$ cat src/design/lobm_ram.sv
// ---------------------------------------------------------------------------
// lobm_ram: simple dual-port synchronous RAM
// One write port, one read port, registered read data.
// ---------------------------------------------------------------------------
module lobm_ram #(
    parameter int DEPTH = 16,
    parameter int WIDTH = 8,
    localparam int AW   = $clog2(DEPTH)
) (
    input  logic             clk,
    input  logic             we,
    input  logic [AW-1:0]    waddr,
    input  logic [WIDTH-1:0] wdata,
    input  logic [AW-1:0]    raddr,
    output logic [WIDTH-1:0] rdata
);

    logic [WIDTH-1:0] mem [DEPTH];

    always_ff @(posedge clk)
    begin
        if (we)
        begin
            mem[waddr] <= wdata;
        end
        rdata <= mem[raddr];
    end

endmodule

$ cat config.mk
export PLATFORM = sky130hd
export DESIGN_NAME = lobm_ram
export DESIGN_NICKNAME = d
export VERILOG_FILES = /design/src/design/lobm_ram.sv
export SDC_FILE = /design/constraint.sdc
export NUM_CORES = 1
export LEC_CHECK = 0
export ABC_AREA = 1
export BUFFER_PORTS_ARGS = -buffer_cell sky130_fd_sc_hd__buf_2
export CAP_MARGIN = 0
export CORE_ASPECT_RATIO = 1.4
export CORE_MARGIN = 5
export CORE_UTILIZATION = 55
export CTS_BUF_LIST = sky130_fd_sc_hd__clkbuf_16
export CTS_CLUSTER_SIZE = 28
export DETAILED_ROUTE_END_ITERATION = 8
export PLACE_DENSITY_LB_ADDON = 0.08
export SLEW_MARGIN = 20
export SYNTH_ARGS = -nofsm -noshare
export SYNTH_HDL_FRONTEND = slang
export SYNTH_SLANG_ARGS = --single-unit
export TNS_END_PERCENT = 100
$ cat constraint.sdc
create_clock -name clk -period 1.2 [get_ports clk]
set_input_delay 0.06 -clock clk [delete_from_list [all_inputs] [get_ports clk]]
set_output_delay 0.06 -clock clk [all_outputs]
set_load 0.03 [all_outputs]
## Word level (Yosys, flattened, before mapping)

Memory sizes are Yosys's and may differ from the RTL's. A register that Yosys moved wholly into a read port is not among the register bits.
Cells that the tools add are included.
Widths: inputs -> output; s select.

| word-level totals | value |
|---|---|
| register bits after elaboration | 0 |
| logic and storage cells | 3 |
| output and inout port bits | 8 |
| memories kept | 1 |
| bits in writable memories | 128 |

| cells by class | value |
|---|---|
| mux-type cells | 2 |

Memories:

| memory | depth | width | rd ports | clocked after Yosys merged registers in | wr ports | RTL line | text |
|---|---|---|---|---|---|---|---|
| mem | 16 | 8 | 1 | 1 | 1 | 18 | `logic [WIDTH-1:0] mem [DEPTH];` |

Operator list:

| cell | count |
|---|---|
| $mux 1 | 2 |

## Logic depth before layout (Yosys ltp)

Gate-level depths: netlist (run 1).

| depth | value |
|---|---|
| word-level depth | 2 |
| depth in mapped cells | 8 |

## Worst setup path before layout (run 1)

OpenSTA, ideal clock, no wires.

| timing | value |
|---|---|
| kind | input to register |
| from | in waddr[2] |
| to | mem mem[10][0], enable pin |
| data required time | 0.830 ns |
| arrival | 0.641 ns |
| slack | 0.189 ns |
| library setup time | 0.370 ns |
| buffers on the path | 0 |
| stages on the path | 2 |
| path through | nand3b_1 -> nor2_1 |

RTL lines:

| element | RTL line | text |
|---|---|---|
| start, declared | 12 | `input logic [AW-1:0] waddr,` |
| end, declared | 18 |  |

Straight into the memory's write port.

## Final worst setup path (run 1)

| timing | value |
|---|---|
| from | reg rdata[1] (read register of mem) |
| to | out rdata[1] |

RTL lines:

| element | RTL line | text |
|---|---|---|
| start, declared | 15 | `output logic [WIDTH-1:0] rdata` |

No word-level cell between the ends.

==> results of run 1 <==
==> registers in the layout, summed over array words and instances (netlist names) <==
register,cells
mem,128
rdata,8
==> cells by family (layout without fill, tap and decap cells) <==
kind of cell           count (synthesis)  count (layout)  share of synthesized area (%)
buffers and inverters                126             196                           9.52
DFF                                  136             136                           69.4
and+or+nand+nor                      289             289                           21.0
==> metal layers <==
layer	vias up	GRT usage (%)
met5	-	0
met4	0	8.35
met3	19	5.66
met2	139	35.4
met1	1759	28.5
li1	1888	-
==> power by group through the flow <==
stage	Combinational, uW	Clock [uW]	Sequential, uW
finish	730	4990	5350
global route	814	5290	5350
CTS	737	5060	5350
detailed placement	733	0	5440
global placement	724	0	5440
floorplan	375	0	5500
==> area by class of cell <==
| type | count | area share (%) |
|---|---|---|
| clock buffer | 17 | 6.25 |
| tap | 138 | 2.54 |
| multi-input combinational | 289 | 17.8 |
| timing repair buffer | 62 | 6.84 |
| inverter | 102 | 5.62 |
| sequential | 136 | 58.8 |
| clock inverter | 15 | 2.11 |
==> cell usage after synthesis (all sizes together) <==
cell type	count
nand2	173
inv	102
dfxtp	8
edfxtp	128
nand3	97
nor2	17
nand3b	2
buf	24
==> per-stage QoR <==
stage	setup slack [ns]	hold WS, ns	instances	total power [uW]	utilization (%)
3_5_place_dp	0.0757	0.433	727	6180	60.3
3_3_place_gp	0.0976	0.441	727	6160	60.3
5_1_grt	0.102	0.0375	759	11500	65.8
4_1_cts	0.126	0.00317	759	11100	65.8
2_1_floorplan	0.189	0.159	551	5870	-
6_report	0.172	0.0115	759	11100	65.8
==> tightest hold or removal path, delay by kind of cell <==
family,cells,cell delay [ns]
buffers and inverters,1,0.12
and+or+nand+nor,3,0.21
==> worst max-delay path by stage <==
stage / from / end / slack, ns / cells past startpoint
final: rdata[1]$_DFF_P_ / rdata[1] / 0.17 / 1
after global routing: mem[4][7]$_DFFE_PP_ / rdata[7]$_DFF_P_ / 0.10 / 6
after CTS: rdata[1]$_DFF_P_ / rdata[1] / 0.13 / 1
after detailed placement: waddr[3] / mem[7][1]$_DFFE_PP_ / 0.08 / 4
after global placement: waddr[3] / mem[7][2]$_DFFE_PP_ / 0.1 / 4
after floorplan: waddr[2] / mem[10][0]$_DFFE_PP_ / 0.19 / 2
==> impl_metrics.tcl, run 1 <==
set metrics [dict create \
    status "finished, final reports clean" \
    p_sw_uw 2330 \
    die_h_um 131 \
    postSynthCellCount 551 \
    wl_um 12500 \
    routed.top_layer "met4" \
    reg2reg_depth 6 \
    timing.slew.headroom_pct 75.9 \
    seq_area_um2 4000 \
    cp_data_arrival_time_ns 0.97 \
    worst_setup_path_start_kind "flop" \
    io_pins 26 \
    yosys.area.top_type_share_pct 66.7 \
    globalplace.congestion 0.877 \
    crit_chain "buf_2" \
    met1Wirelength_um 5080 \
    clk_pin_slew_ns 0.05 \
    hold_viol 0 \
    dp_hpwl_um 8180 \
    grt_pass1_wl_um 20200 \
    ir_drop_uv 1530 \
    ys_seq_elements 136 \
    worst_skew_pair.late_latency_ns 0.41 \
    io_buffers 25 \
    rsz0062_at_grt "no" \
    ys_types 12 \
    track_usage_pct 22.0 \
    drive_gt1_share_pct 14.3 \
    sw_frac_of_total_pct 21.1 \
    core_area_um2 10300 \
    combPwrFrac_pct 6.6 \
    multi_input_area_um2 1210 \
    hold_depth 4 \
    maxCapViolCount 0 \
    fin_area_um2 6810 \
    drt_first_iter_violations 227 \
    vias_per_cell 5.01 \
    hold_buffers 0 \
    endpoint_kind "output pin" \
    r2r_slack_ns 0.21 \
    r2r-end "rdata[7]$_DFF_P_" \
    globalRouteOverflowTotal 0 \
    antenna_left 0 \
    cp_num_buf_inv 1 \
    vias 3805 \
    grt_max_degree 39 \
    num-fill-cells 840 \
    area_growth_pct 18.1 \
    drc 0 \
    wl_met2_um 6400 \
    wl_met3_um 766 \
    setup_viol 0 \
    cts_buffers 17 \
    grt_pass1_vias 3775 \
    clkPwrFrac_pct 45.1 \
    leakagePower_uw 0.00302 \
    antenna_cells 0 \
    power_frac_seq_pct 48.3 \
    cts_sinks 136 \
    antenna_found_initial 0 \
    path_max_fanout 1 \
    synth_area_per_cell_um2 10.5 \
    clk_path_buf_depth 2 \
    root_buffer "clkbuf_16" \
    finalCriticalPeriod_ns 1.03 \
    final.setup_skew_ns 0.00710 \
    ys_warn_count 0 \
    nNetsFinal 626 \
    place_area_um2 6240 \
    synth_top_area_cell "edfxtp_1" \
    finalCritPeriodShare_pct 85.7 \
    internal_power_uw 8740 \
    final_cell_mix "nand2_1 (173), edfxtp_1 (128), inv_1 (103)" \
    placementRows 44 \
    slew_viol_final 0 \
    r2r-start "mem[5][7]$_DFFE_PP_" \
    die_x_um 96.5 \
    yosys-top-cells-area "edfxtp_1 (67%), nand2_1 (11%), nand3_1 (8.4%)" \
    postCtsSetupRepairBufs 0 \
    path_class "reg2out" \
    cp.required_ns 1.14 \
    hp-class "in2reg" \
    p_per_area_nw_per_um2 1630 \
    die-area_um2 12700 \
    whs_endpoint "rdata[1]$_DFF_P_" \
    fmax_ghz 0.973 \
    syn_nets 569 \
    cts_resized 0 \
    cp_slowest_stage_delay_ns 0.35 \
    drt_first_pass_iters 4 \
    worst_slew_pin_slew_ns 0.361 \
    initial_core_util_pct 55.7 \
    fin_setup_tns_ns 0 \
    cts_tree "yes" \
    hold_start "raddr[2]" \
    final_common_cell "nand2_1" \
    htreeDepth 4 \
    worst_path_max_delay_cell "dfxtp_1" \
    synthesis.area_um2 5770 \
    ys_seq_area_share_pct 69.4 \
    crit_family "flip-flops" \
    wl_per_cell_um 16.5 \
]
No activity file was read; power rests on OpenSTA's default activity.
==> run 2: changes to the inputs <==
--- a/config.mk
+++ b/config.mk
@@ -10,7 +10,7 @@
 export CAP_MARGIN = 0
 export CORE_ASPECT_RATIO = 1.4
 export CORE_MARGIN = 5
-export CORE_UTILIZATION = 55
+export CORE_UTILIZATION = 35
 export CTS_BUF_LIST = sky130_fd_sc_hd__clkbuf_16
 export CTS_CLUSTER_SIZE = 28
 export DETAILED_ROUTE_END_ITERATION = 8
==> run 2 against run 1 <==
Net effect:
- sequential power about the same
- fmax decreased by 2.8%
- first-iteration DRC count increased by 26%
- combinational power increased by 4.8%
- die area increased by 51%
- global-route usage decreased by 6.2 points
- clock-buffer cell count unchanged
- clock power increased by 12%
- cell count increased by 6.9%
- critical path type unchanged
- critical endpoint is now rdata[4]
==> impl_metrics.tcl, run 2 (synthesis gave the netlist of run 1 again) <==
set metrics [dict create \
    dp_hpwl_um 9210 \
    clk_pin_slew_ns 0.06 \
    path_class "reg2out" \
    worst_slew_pin_slew_ns 0.429 \
    finalCriticalPeriod_ns 1.06 \
    path_max_fanout 1 \
    rsz0062_at_grt "no" \
    ir_drop_uv 790 \
    cts_buffers 17 \
    die-area_um2 19200 \
    whs_ns 0.0289 \
    antenna_found_initial 0 \
    maxCapViolCount 0 \
    placementRows 55 \
    worst_skew_pair.late_latency_ns 0.40 \
    place_inst 779 \
    cts_sinks 136 \
    path_depth 1 \
    finalCritPeriodShare_pct 88.2 \
    cts_resized 0 \
    slew_viol_final 0 \
    drt_first_pass_iters 6 \
    antenna_cells 0 \
    die_x_um 118 \
    worst_setup_path_start_kind "flop" \
    finalPower_uw 11700 \
    setup_viol 0 \
    io_buffers 25 \
    status "finished, final reports clean" \
    area_growth_pct 19.5 \
    timing.slew.headroom_pct 71.4 \
    wl_per_cell_um 17.6 \
    grt_pass1_wl_um 22700 \
    antenna_left 0 \
    hp-class "in2reg" \
    final.setup_skew_ns 0.00650 \
    postCtsSetupRepairBufs 0 \
    final_cell_mix "nand2_1 (173), edfxtp_1 (128), inv_1 (102)" \
    drc 0 \
    worst_path_max_delay_cell "dfxtp_1" \
    hold_depth 3 \
    grt_max_degree 33 \
    vias 3761 \
    htreeDepth 4 \
    crit_family "flip-flops" \
    place_area_um2 6260 \
    p_per_area_nw_per_um2 1690 \
    drive_gt1_share_pct 13.6 \
    die_h_um 162 \
    fin_area_um2 6890 \
    grt_pass1_vias 3839 \
    post-route-util_pct 42.6 \
    endpoint_kind "output pin" \
    largest_reg_flops 128 \
    leakagePower_uw 0.00300 \
    final_common_cell "nand2_1" \
    hold_viol 0 \
    fmax_ghz 0.945 \
    core_area_um2 16200 \
    initial_core_util_pct 35.7 \
    vias_per_cell 4.64 \
    cp_slowest_stage_delay_ns 0.37 \
    cp_num_buf_inv 1 \
    io_pins 26 \
    drt_first_iter_violations 285 \
    largest-register "mem" \
    root_buffer "clkbuf_16" \
    wl_um 14300 \
    cp_data_arrival_time_ns 1.00 \
    reg2reg_depth 6 \
    globalplace.congestion 0.793 \
    cp.required_ns 1.14 \
    top_regs "mem (128), rdata (8)" \
    crit_chain "buf_2" \
    clk_path_buf_depth 2 \
    stdcell_count 811 \
    track_usage_pct 15.8 \
    nNetsFinal 617 \
    globalRouteOverflowTotal 0 \
    cts_tree "yes" \
    hold_buffers 0 \
]
[run 2: changes by cell type in the layout (fill, tap and decap cells not counted), sizes merged]
| cell | previous run | this run |
|---|---|---|
| buf | 62 | 53 |
| bufinv | 3 | 5 |
| clkinv | 8 | 6 |
[run 2: final cells by class]
type	instances	area, um2
fillers	1518	9280
flip-flops and latches	136	4000
multi-input cells	289	1210
clock buffers	17	425
repair buffers	53	410
inverters	102	383
well taps	199	249
clock inverters	15	209
[run 2: final timing paths]
| kind | start | endpoint | slack (ns) |
|---|---|---|---|
| setup / recovery | rdata[4]$_DFF_P_ | rdata[4] | 0.14 |
| hold / removal | raddr[3] | rdata[7]$_DFF_P_ | 0.03 |
| setup reg to reg | mem[6][2]$_DFFE_PP_ | rdata[2]$_DFF_P_ | 0.15 |
| hold reg to reg | mem[10][3]$_DFFE_PP_ | rdata[3]$_DFF_P_ | 0.65 |
[run 2: worst reg2reg max path: stages (launching register included)]
cell      delay [ns]
edfxtp_1        0.39
nand2_1         0.09
nand2_1         0.05
nand2_1         0.05
nand3_1         0.14
nand3_1         0.15
nand2_1         0.08
[run 2: stage by stage]
stage,setup WS (ns),setup TNS (ns)
after floorplan,0.189,0
after global placement,-0.0387,-0.0811
after detailed placement,-0.0687,-0.109
after CTS,0.112,0
after global routing,0.0482,0
final,0.142,0
[run 2: report_power, final]
| part | switching (uW) | internal [uW] |
|---|---|---|
| logic | 538 | 227 |
| registers | 31.0 | 5310 |
| clock network | 1910 | 3660 |
[run 2: per-layer routing]
metal / global-route usage, % / vias up / part of all wire, %
met3: 3.10 / 16 / 4.5
met2: 27.2 / 85 / 51
met5: 0 / - / 0
li1: - / 1870 / -
met4: 5.05 / 0 / 1.5
met1: 20.1 / 1790 / 43
