==> config.mk <==
export PLATFORM = sky130hd
export DESIGN_NAME = lobm_fill_unit
export DESIGN_NICKNAME = d
export VERILOG_FILES = /design/src/design/lobm_pkg.sv /design/src/design/lobm_fill_unit.sv
export SDC_FILE = /design/constraint.sdc
export NUM_CORES = 1
export LEC_CHECK = 0
export ABC_CLOCK_PERIOD_IN_PS = 6300
export BUFFER_PORTS_ARGS = -buffer_cell sky130_fd_sc_hd__buf_2
export CORE_MARGIN = 2
export CORE_UTILIZATION = 61
export DETAILED_ROUTE_END_ITERATION = 8
export MAX_ROUTING_LAYER = met4
export PLACE_DENSITY_LB_ADDON = 0.15
export SYNTH_ARGS = -nofsm -noshare
export SYNTH_HDL_FRONTEND = slang
export SYNTH_SLANG_ARGS = --single-unit
==> constraint.sdc <==
create_clock -name clk -period 6.3 [get_ports clk]
set_input_delay 1.26 -clock clk [delete_from_list [all_inputs] [get_ports clk]]
set_output_delay 1.26 -clock clk [all_outputs]
set_load 0.1 [all_outputs]
==> src/design/lobm_pkg.sv <==
// ---------------------------------------------------------------------------
// lobm_pkg: shared types and codes for the order book matcher
// Operation and side codes, state encoding and fill unit control.
// ---------------------------------------------------------------------------
package lobm_pkg;

    localparam int OP_W     = 2;
    localparam int PRICE_W  = 8;
    localparam int INQTY_W  = 16;
    localparam int FILLED_W = 16;
    localparam int VALUE_W  = 24;

    localparam logic [OP_W-1:0] OP_REST   = 2'd0;
    localparam logic [OP_W-1:0] OP_MARKET = 2'd1;
    localparam logic [OP_W-1:0] OP_LIMIT  = 2'd2;
    localparam logic [OP_W-1:0] OP_SPARE  = 2'd3;   // unused, leaves the book alone

    localparam logic SIDE_BID = 1'b0;
    localparam logic SIDE_ASK = 1'b1;

    localparam logic ST_OK   = 1'b0;
    localparam logic ST_DROP = 1'b1;

    typedef enum logic [7:0] {
        S_CLEAR = 8'b0000_0001,
        S_IDLE  = 8'b0000_0010,
        S_REST  = 8'b0000_0100,
        S_LVL   = 8'b0000_1000,
        S_QRD   = 8'b0001_0000,
        S_MUL   = 8'b0010_0000,
        S_ACC   = 8'b0100_0000,
        S_DONE  = 8'b1000_0000
    } state_t;

    typedef struct packed {
        logic clear;   // zero the traded value
        logic load;    // capture fill quantity
        logic mul;     // fill times level price
        logic acc;     // add product into traded value
    } fill_ctl_t;

endpackage

==> src/design/lobm_fill_unit.sv <==
// ---------------------------------------------------------------------------
// lobm_fill_unit: shared fill arithmetic
// Min of remaining and resting quantity, then fill times price accumulated.
// ---------------------------------------------------------------------------
module lobm_fill_unit
    import lobm_pkg::*;
#(
    parameter int QTY_BITS = 16,
    parameter int LVL_W    = 8
) (
    input  logic                clk,
    input  fill_ctl_t           ctl,
    input  logic [QTY_BITS-1:0] rem,
    input  logic [QTY_BITS-1:0] avail,
    input  logic [LVL_W-1:0]    level,
    output logic [QTY_BITS-1:0] fill,
    output logic [QTY_BITS-1:0] left,
    output logic [VALUE_W-1:0]  value
);

    logic [QTY_BITS-1:0]       fill_reg;
    logic [QTY_BITS+LVL_W-1:0] prod_reg;
    logic [VALUE_W-1:0]        value_reg;

    assign fill  = (rem < avail) ? rem : avail;
    assign left  = avail - fill;
    assign value = value_reg;

    always_ff @(posedge clk)
    begin
        if (ctl.load)
        begin
            fill_reg <= fill;
        end
        if (ctl.mul)
        begin
            prod_reg <= (QTY_BITS+LVL_W)'(fill_reg) * (QTY_BITS+LVL_W)'(level);
        end
        if (ctl.clear)
        begin
            value_reg <= '0;
        end
        else if (ctl.acc)
        begin
            value_reg <= value_reg + VALUE_W'(prod_reg);
        end
    end

endmodule

# --- Word-level counts from Yosys, hierarchy flattened ---
# Index checks and enable logic that the tools add are counted.
word_totals:
  regBits: 64
op_classes:
  mul: 1
  addsub: 2
  muxes: 1
  order_cmp: 1
ops:
  columns: ["operator", "n"]
  rows:
  - ["$add 24x24->24", 1]
  - ["$mul 16x8->24", 1]
  - ["$lt 16x16->1", 1]
  - ["$mux 16", 1]
  - ["$sub 16x16->16", 1]

# --- Longest topological paths before layout ---
# Gate-level depths: netlist of run 1.
logic_depth:
  word_depth: 3
  mapped_depth: 19
  depth_no_buf: 19

# --- Worst setup path before layout of run 1 ---
# OpenSTA, ideal clock, no wires.
synth_path:
  path_type: "in2out"
  startpoint: "input avail[8]"
  endpoint: "output left[10]"
  path_buffers: 0
  t_required_ns: 5.040
  cell_stages: 18
  arrival_time_ns: 6.048
  path_slack_ns: -1.008
  path_cell_list: "inv_1 ha_1 a21o_1 a21o_1 a21oi_1 o21ai_0 a31oi_1 a21oi_2 mux2_2 ha_1 fa_1 nor2b_1 o21ai_0 a21boi_0 o21ai_0 a21o_1 nor2b_1 xnor2_1"
synth_between:
  elab_chain_cells: 3
synth_rtl:
  columns: ["element", "line", "text"]
  rows:
  - ["start: declaration", "lobm_fill_unit.sv:14", "input logic [QTY_BITS-1:0] avail,"]
  - ["$lt 16x16->1", "lobm_fill_unit.sv:25", "assign fill = (rem < avail) ? rem : avail;"]
  - ["$mux 16", "lobm_fill_unit.sv:25", null]
  - ["named net fill[0]", "lobm_fill_unit.sv:16", "output logic [QTY_BITS-1:0] fill,"]
  - ["$sub 16x16->16", "lobm_fill_unit.sv:26", "assign left = avail - fill;"]
  - ["end: declaration", "lobm_fill_unit.sv:17", "output logic [QTY_BITS-1:0] left,"]
# The timed path passes the listed nets, and every way through them passes these cells.

# --- Worst setup path after layout of run 1 ---
layout_path:
  startpoint: "input avail[1]"
  endpoint: "output left[14]"
layout_between:
  elab_chain_cells: 3
layout_rtl:
  columns: ["element", "line"]
  rows:
  - ["$lt 16x16->1", "lobm_fill_unit.sv:25"]
  - ["$mux 16", "lobm_fill_unit.sv:25"]
  - ["$sub 16x16->16 *", "lobm_fill_unit.sv:26"]
# Mark *: on every way between the ends. The rest lies on a longest branch, timed or not.

==> impl_metrics.py, run 1 <==
metrics = {
    "yosys": {
        "yosys_warnings": 0,
        "synth-seq-cells": 64,
        "synth_fp_nets": 1158,
        "synthArstFlopShare_pct": 0,
        "ys_top_cells_by_area": "fa_1 (20%), ha_1 (14%), edfxtp_1 (14%)",
        "synth_most_common_cell": "inv_1",
        "synth.distinct_cells": 67,
        "synth_area_leader_cell": "fa_1",
        "synth_edf_count": 40,
        "yosysSeqAreaShare_pct": 19.8,
        "synthTopCellsByCount": "inv_1 (152), and2_1 (111), ha_1 (97)",
        "syn_area_per_cell_sq_um": 9.15,
        "synth_top_area_share_pct": 20.2,
        "synthFlopType": "edfxtp_1",
        "synth_cells": 930,
        "netlist_area_sq_um": 8510,
    },
    "critical_path": {
        "cp_max_fo": 3,
        "required_ns": 5.04,
        "worst-setup-path-type": "input pin to primary output",
        "reg2reg_from": "fill_reg[5]$_DFFE_PP_",
        "slowest_stage": "or4_4",
        "worstSetupStartpointType": "input pin",
        "startpoint": "avail[1]",
        "worstPathCellList": "buf_2 > inv_1 > ha_1 > a21o_1 > a21oi_1 > o21ai_1 > a31oi_2 > a21oi_4 > buf_4 > mux2_2 > inv_1 > ha_1 > a21o_1 > a21o_1 > or3_4 > inv_2 > a21oi_4 > or4_4 > nand4_1 > buf_12",
        "slowest_delay_ns": 0.51,
        "worstPathArrival_ns": 4.95,
        "crit_top_cell": "a21o_1",
        "end_kind": "primary output",
    },
    "placed_design": {
        "gp_congestion": 0.888,
        "io_buffer_count": 100,
        "placed_area_sq_um": 9590,
        "dp_hpwl_mm": 14.2,
    },
    "sta": {
        "setup_violations": 0,
        "slew_viol_final": 0,
        "slew_headroom_pct": 50.8,
        "fin_crit_ns": 6.21,
        "hold_viol_final": 0,
        "post-route-period-util_pct": 98.5,
        "rsz0062_at_grt": "true",
        "hold_slack_ns": 0.489,
        "finalClockSkew_ns": 0.0116,
        "tightest_slew_ns": 0.732,
        "max_freq_mhz": 161,
    },
    "pwr": {
        "p_seq_share_pct": 14.8,
        "p_clk_share_pct": 9.4,
        "comb_power_share_pct": 75.8,
        "p_per_area_nw_per_um2": 548,
        "sw_frac_of_total_pct": 52.3,
        "p_leak_nw": 4.96,
        "power_mw": 5.55,
        "max-vdd-ir-drop_mv": 0.230,
        "p_sw_mw": 2.90,
        "p_int_mw": 2.65,
    },
    "global_route": {
        "grt.overflow.total": 0,
        "grt_pass1_vias": 6737,
        "antenna_found_initial": 0,
        "track_usage_pct": 25.7,
        "grt_max_degree": 30,
        "grt_pass1_wl_mm": 29.8,
    },
    "min_path": {
        "holdCritStartpoint": "value[5]$_SDFFE_PP0P_",
        "min-delay-path-class": "register to register",
    },
    "clock_network": {
        "postCtsHoldBufs": 0,
        "cts_buffer_depth": 2,
        "numCtsBuffers": 9,
        "insertion_delay_ns": 0.33,
        "cts_tree": "yes",
        "clk_pin_slew_ns": 0.05,
        "cts_max_level": 3,
        "clockRootBuffer": "clkbuf_16",
        "cts_sinks": 64,
    },
    "detailed_routing": {
        "vias": 6643,
        "wl_met2_mm": 8.95,
        "wl_per_cell_um": 14.7,
        "met3_length_um": 840,
        "vias_per_cell": 5.43,
        "drc_errors": 0,
        "drtIter0Drc": 325,
        "drt-met1-wl_mm": 7.91,
        "routed_wl_mm": 18.0,
        "dr.pass1.iters": 4,
        "final_antenna_net_count": 0,
        "highest_layer": "met4",
    },
    "die": {
        "core_sq_um": 13800,
        "die_h_um": 122,
        "initial_core_util_pct": 61.8,
        "die_w_um": 122,
        "dieArea_sq_um": 14900,
        "ios": 101,
        "row_count": 43,
    },
    "final_layout": {
        "finalNetCount": 1266,
        "diodes": 0,
        "fillers": 1030,
        "postLayoutCellArea_sq_um": 10100,
        "area_delta_synth_final_pct": 19.1,
        "drive_gt1_share_pct": 17.4,
    },
    "job": {
        "maxCapViolations": 0,
    },
    "run_status": {
        "status": "complete, no violations",
    },
}
[cell type report]
class	instances	area (sq um)	share of cell area, %
Tap cell	180	225	2.22
Timing Repair Buffer	116	810	7.99
Clock inverter	1	5.00	0.0494
Inverter	152	589	5.82
Multi-Input combinational cell	695	6510	64.3
Clock buffer	15	310	3.06
Sequential cell	64	1680	16.6
[cells by family after synthesis]
logic type      Yosys count  synth area share, %
flops                    64                 19.8
simple gates            277                 17.8
mux                      23                 2.75
xor+xnor                 46                 4.74
buf+inv                 171                 7.57
fa+ha+maj               183                 34.5
compound gates          166                 12.9
[cell usage in the layout (no fill, tap or decap), types with 4 or more instances in the layout]
master	n
a211oi_1	4
a21o_1	27
a21oi_1	46
a31oi_1	4
and2_1	111
and3_1	5
buf_12	11
buf_2	87
buf_4	14
clkbuf_16	11
dfxtp_1	24
edfxtp_1	40
fa_1	85
ha_1	90
ha_4	6
inv_1	147
mux2i_1	16
nand2_1	50
nand2b_1	7
nand3_1	9
nand4_1	8
nor2_1	40
nor2b_1	9
nor3_1	13
o211ai_1	4
o21a_1	10
o21ai_0	22
o21ai_1	8
o22ai_1	6
xnor2_1	25
xor2_1	12
[per-stage QoR]
step | util [%] | TNS, ns | cells | setup WS [ns]
floorplan | - | -1.83 | 930 | -0.423
global placement | 69.6 | 0 | 1202 | 0.0271
detailed placement | 69.6 | -0.0659 | 1202 | -0.0621
CTS | 72.0 | 0 | 1218 | 0.0101
global route | 73.5 | -0.267 | 1223 | -0.0775
finish | 73.5 | 0 | 1223 | 0.0923
[worst max-delay path, delay by kind of cell]
kind	cells	cell delay [ns]
buffers and inverters	6	0.70
multiplexers	1	0.37
AND/OR/NAND/NOR	3	0.98
AO/OA/AOI/OAI	8	1.11
adder cells (fa/ha/maj)	2	0.51
[per-layer routing]
layer  GRT usage, %  vias up
li1               -     3324
met1           31.0     3111
met2           45.3      183
met3           3.46       25
met4           7.04        0
met5              -        -
[timing repair]
action                     in CTS  in global routing
buffers inserted                0                  5
setup endpoints to repair       2                  6
pin swaps                       0                 17
resized for setup               2                 33
[power by group through the flow]
stage / combinational [mW] / clock (mW) / sequential [mW]
global placement: 4.07 / 0 / 0.823
finish: 4.21 / 0.521 / 0.823
global route: 4.66 / 0.549 / 0.842
floorplan: 2.95 / 0 / 1.24
detailed placement: 4.14 / 0 / 0.832
CTS: 4.17 / 0.530 / 0.823
[worst paths after layout]
path,end,slack (ns),cells after the start
worst min register to register,value[5]$_SDFFE_PP0P_,0.49,2
worst max register to register,prod_reg[23]$_DFFE_PP_,1.11,16
worst max-delay path,left[14],0.09,20
worst min-delay path,value[5]$_SDFFE_PP0P_,0.49,2
Note: power is estimated with default switching activity, not from simulation.
==> run 2, diff against run 1 <==
BUFFER_PORTS_ARGS = unset   (was -buffer_cell sky130_fd_sc_hd__buf_2)
CORE_UTILIZATION = 62   (was 61)
DONT_BUFFER_PORTS = 1   (was unset)
==> impl_metrics.py, run 2 (synthesis results as in run 1) <==
metrics = {
    "clock_network": {
        "cts_sinks": 64,
        "cts_max_level": 3,
        "cts_tree": "yes",
        "clockRootBuffer": "clkbuf_16",
        "numCtsBuffers": 9,
        "postCtsHoldBufs": 0,
        "clk_pin_slew_ns": 0.06,
        "insertion_delay_ns": 0.34,
        "cts_buffer_depth": 2,
    },
    "detailed_routing": {
        "routed_wl_mm": 18.8,
        "wl_per_cell_um": 16.6,
        "dr.pass1.iters": 5,
        "drtIter0Drc": 472,
        "final_antenna_net_count": 0,
        "drc_errors": 0,
        "vias_per_cell": 5.80,
        "vias": 6550,
    },
    "final_layout": {
        "postLayoutCellArea_sq_um": 9550,
        "fillers": 974,
        "final_common_cell": "inv_1",
        "final_core_util_pct": 71.6,
        "final_cell_mix": "inv_1 (150), and2_1 (111), ha_1 (95), fa_1 (85), nand2_1 (50)",
        "drive_gt1_share_pct": 8.49,
        "finalNetCount": 1177,
        "diodes": 0,
        "area_delta_synth_final_pct": 12.3,
        "finalNonFillerCells": 1130,
    },
    "critical_path": {
        "cp_max_fo": 9,
        "reg2reg_slack_ns": 1.04,
        "worstPathArrival_ns": 4.91,
        "worstSetupStartpointType": "input pin",
        "reg2reg_from": "fill_reg[5]$_DFFE_PP_",
        "r2r_cells": 16,
        "worstPathCellList": "inv_1 > ha_1 > a22o_1 > nor4_2 > o21ai_1 > a31oi_2 > a21oi_4 > buf_12 > buf_4 > mux2i_1 > ha_2 > a21o_1 > a21o_1 > a21o_1 > or3_1 > inv_1 > a21oi_4 > or4_1 > nand4_1 > buf_12",
        "worst-setup-path-type": "input pin to primary output",
        "required_ns": 5.04,
        "slowest_delay_ns": 0.48,
        "crit_top_cell": "a21o_1",
        "r2r-end": "prod_reg[23]$_DFFE_PP_",
        "end_kind": "primary output",
        "slowest_stage": "or4_1",
    },
    "die": {
        "ios": 101,
        "dieArea_sq_um": 14700,
        "row_count": 42,
        "die_w_um": 121,
        "core_sq_um": 13300,
        "die_h_um": 121,
        "initial_core_util_pct": 63.7,
    },
    "sta": {
        "rsz0062_at_grt": "true",
        "post-route-period-util_pct": 98.0,
        "hold_viol_final": 0,
        "hold_slack_ns": 0.618,
        "setup_ws_ns": 0.128,
        "setup_violations": 0,
        "fin_crit_ns": 6.17,
        "slew_viol_final": 0,
        "final.setup.tns_ns": 0,
        "finalClockSkew_ns": 0.00668,
        "tightest_slew_ns": 1.07,
        "slew_headroom_pct": 28.6,
        "max_freq_mhz": 162,
    },
    "pwr": {
        "p_leak_nw": 4.59,
        "max-vdd-ir-drop_mv": 0.298,
        "power_mw": 5.49,
        "p_per_area_nw_per_um2": 574,
    },
    "placed_design": {
        "dp_hpwl_mm": 14.6,
        "io_buffer_count": 0,
        "place_ws_ns": -0.000207,
        "gp_congestion": 0.996,
        "place_inst": 1110,
        "placed_area_sq_um": 9160,
    },
    "min_path": {
        "min-delay-path-class": "register to register",
        "holdCritStartpoint": "prod_reg[0]$_DFFE_PP_",
        "holdPathEnd": "value[0]$_SDFFE_PP0P_",
        "holdPathStages": 3,
    },
    "global_route": {
        "grt_max_degree": 30,
        "track_usage_pct": 27.8,
        "grt_pass1_wl_mm": 32.0,
        "grt.overflow.total": 0,
        "grt_pass1_vias": 7105,
        "antenna_found_initial": 0,
    },
    "run_status": {
        "status": "complete, no violations",
    },
    "job": {
        "maxCapViolations": 0,
    },
}
==> run 2: changes by cell type in the layout (fill, tap and decap cells not counted), moves of 2 or more <==
| cell | change |
|---|---|
| buf_2 | -87 |
| ha_1 | +5 |
| ha_4 | -5 |
| buf_6 | -3 |
| inv_1 | +3 |
| mux2i_1 | +3 |
| mux2i_4 | -3 |
| xnor2_1 | -3 |
| xnor2_2 | +3 |
| a21oi_1 | +2 |
| a21oi_2 | -2 |
| buf_4 | +2 |
| inv_2 | -2 |
==> run 2: worst max path at each step <==
stage | startpoint | endpoint | cells past startpoint
floorplan | avail[8] | left[14] | 19
global placement | avail[14] | left[14] | 19
detailed placement | avail[14] | left[14] | 19
CTS | avail[9] | left[14] | 18
global route | avail[14] | left[14] | 20
finish | avail[14] | left[14] | 20
==> run 2: critical path: cells and delay by family <==
| family | cells | cell delay (ns) |
|---|---|---|
| muxes | 1 | 0.14 |
| adders and majority gates | 2 | 0.50 |
| AOI/OAI and AO/OA | 8 | 1.31 |
| buffers and inverters | 5 | 0.61 |
| and+or+nand+nor | 4 | 1.10 |
==> run 2: timing repair <==
item,CTS,global route
buffers inserted,0,4
pin swaps,1,1
gates resized for setup,1,6
setup endpoints to repair,1,7
==> run 2: final cells by class <==
| cell class | count | area (sq um) | area share, % |
|---|---|---|---|
| Multi-Input combinational cell | 695 | 6400 | 67.0 |
| Sequential cell | 64 | 1680 | 17.6 |
| Inverter | 152 | 587 | 6.14 |
| Timing Repair Buffer | 27 | 340 | 3.56 |
| Clock buffer | 16 | 325 | 3.40 |
| Tap cell | 176 | 220 | 2.30 |
==> run 2: layer usage <==
metal | vias up | track usage (%) | wire length, um
li1 | 3148 | - | -
met1 | 3154 | 32.2 | 7830
met3 | 27 | 6.25 | 1130
met4 | 0 | 8.26 | 282
met5 | - | - | 0
met2 | 221 | 48.5 | 9530
==> run 2: power breakdown <==
part / total, mW / internal [mW] / switching, mW
clock: 0.545 / 0.350 / 0.195
combinational: 3.66 / 1.53 / 2.13
sequential: 1.28 / 0.716 / 0.563
total: 5.49 / 2.60 / 2.89
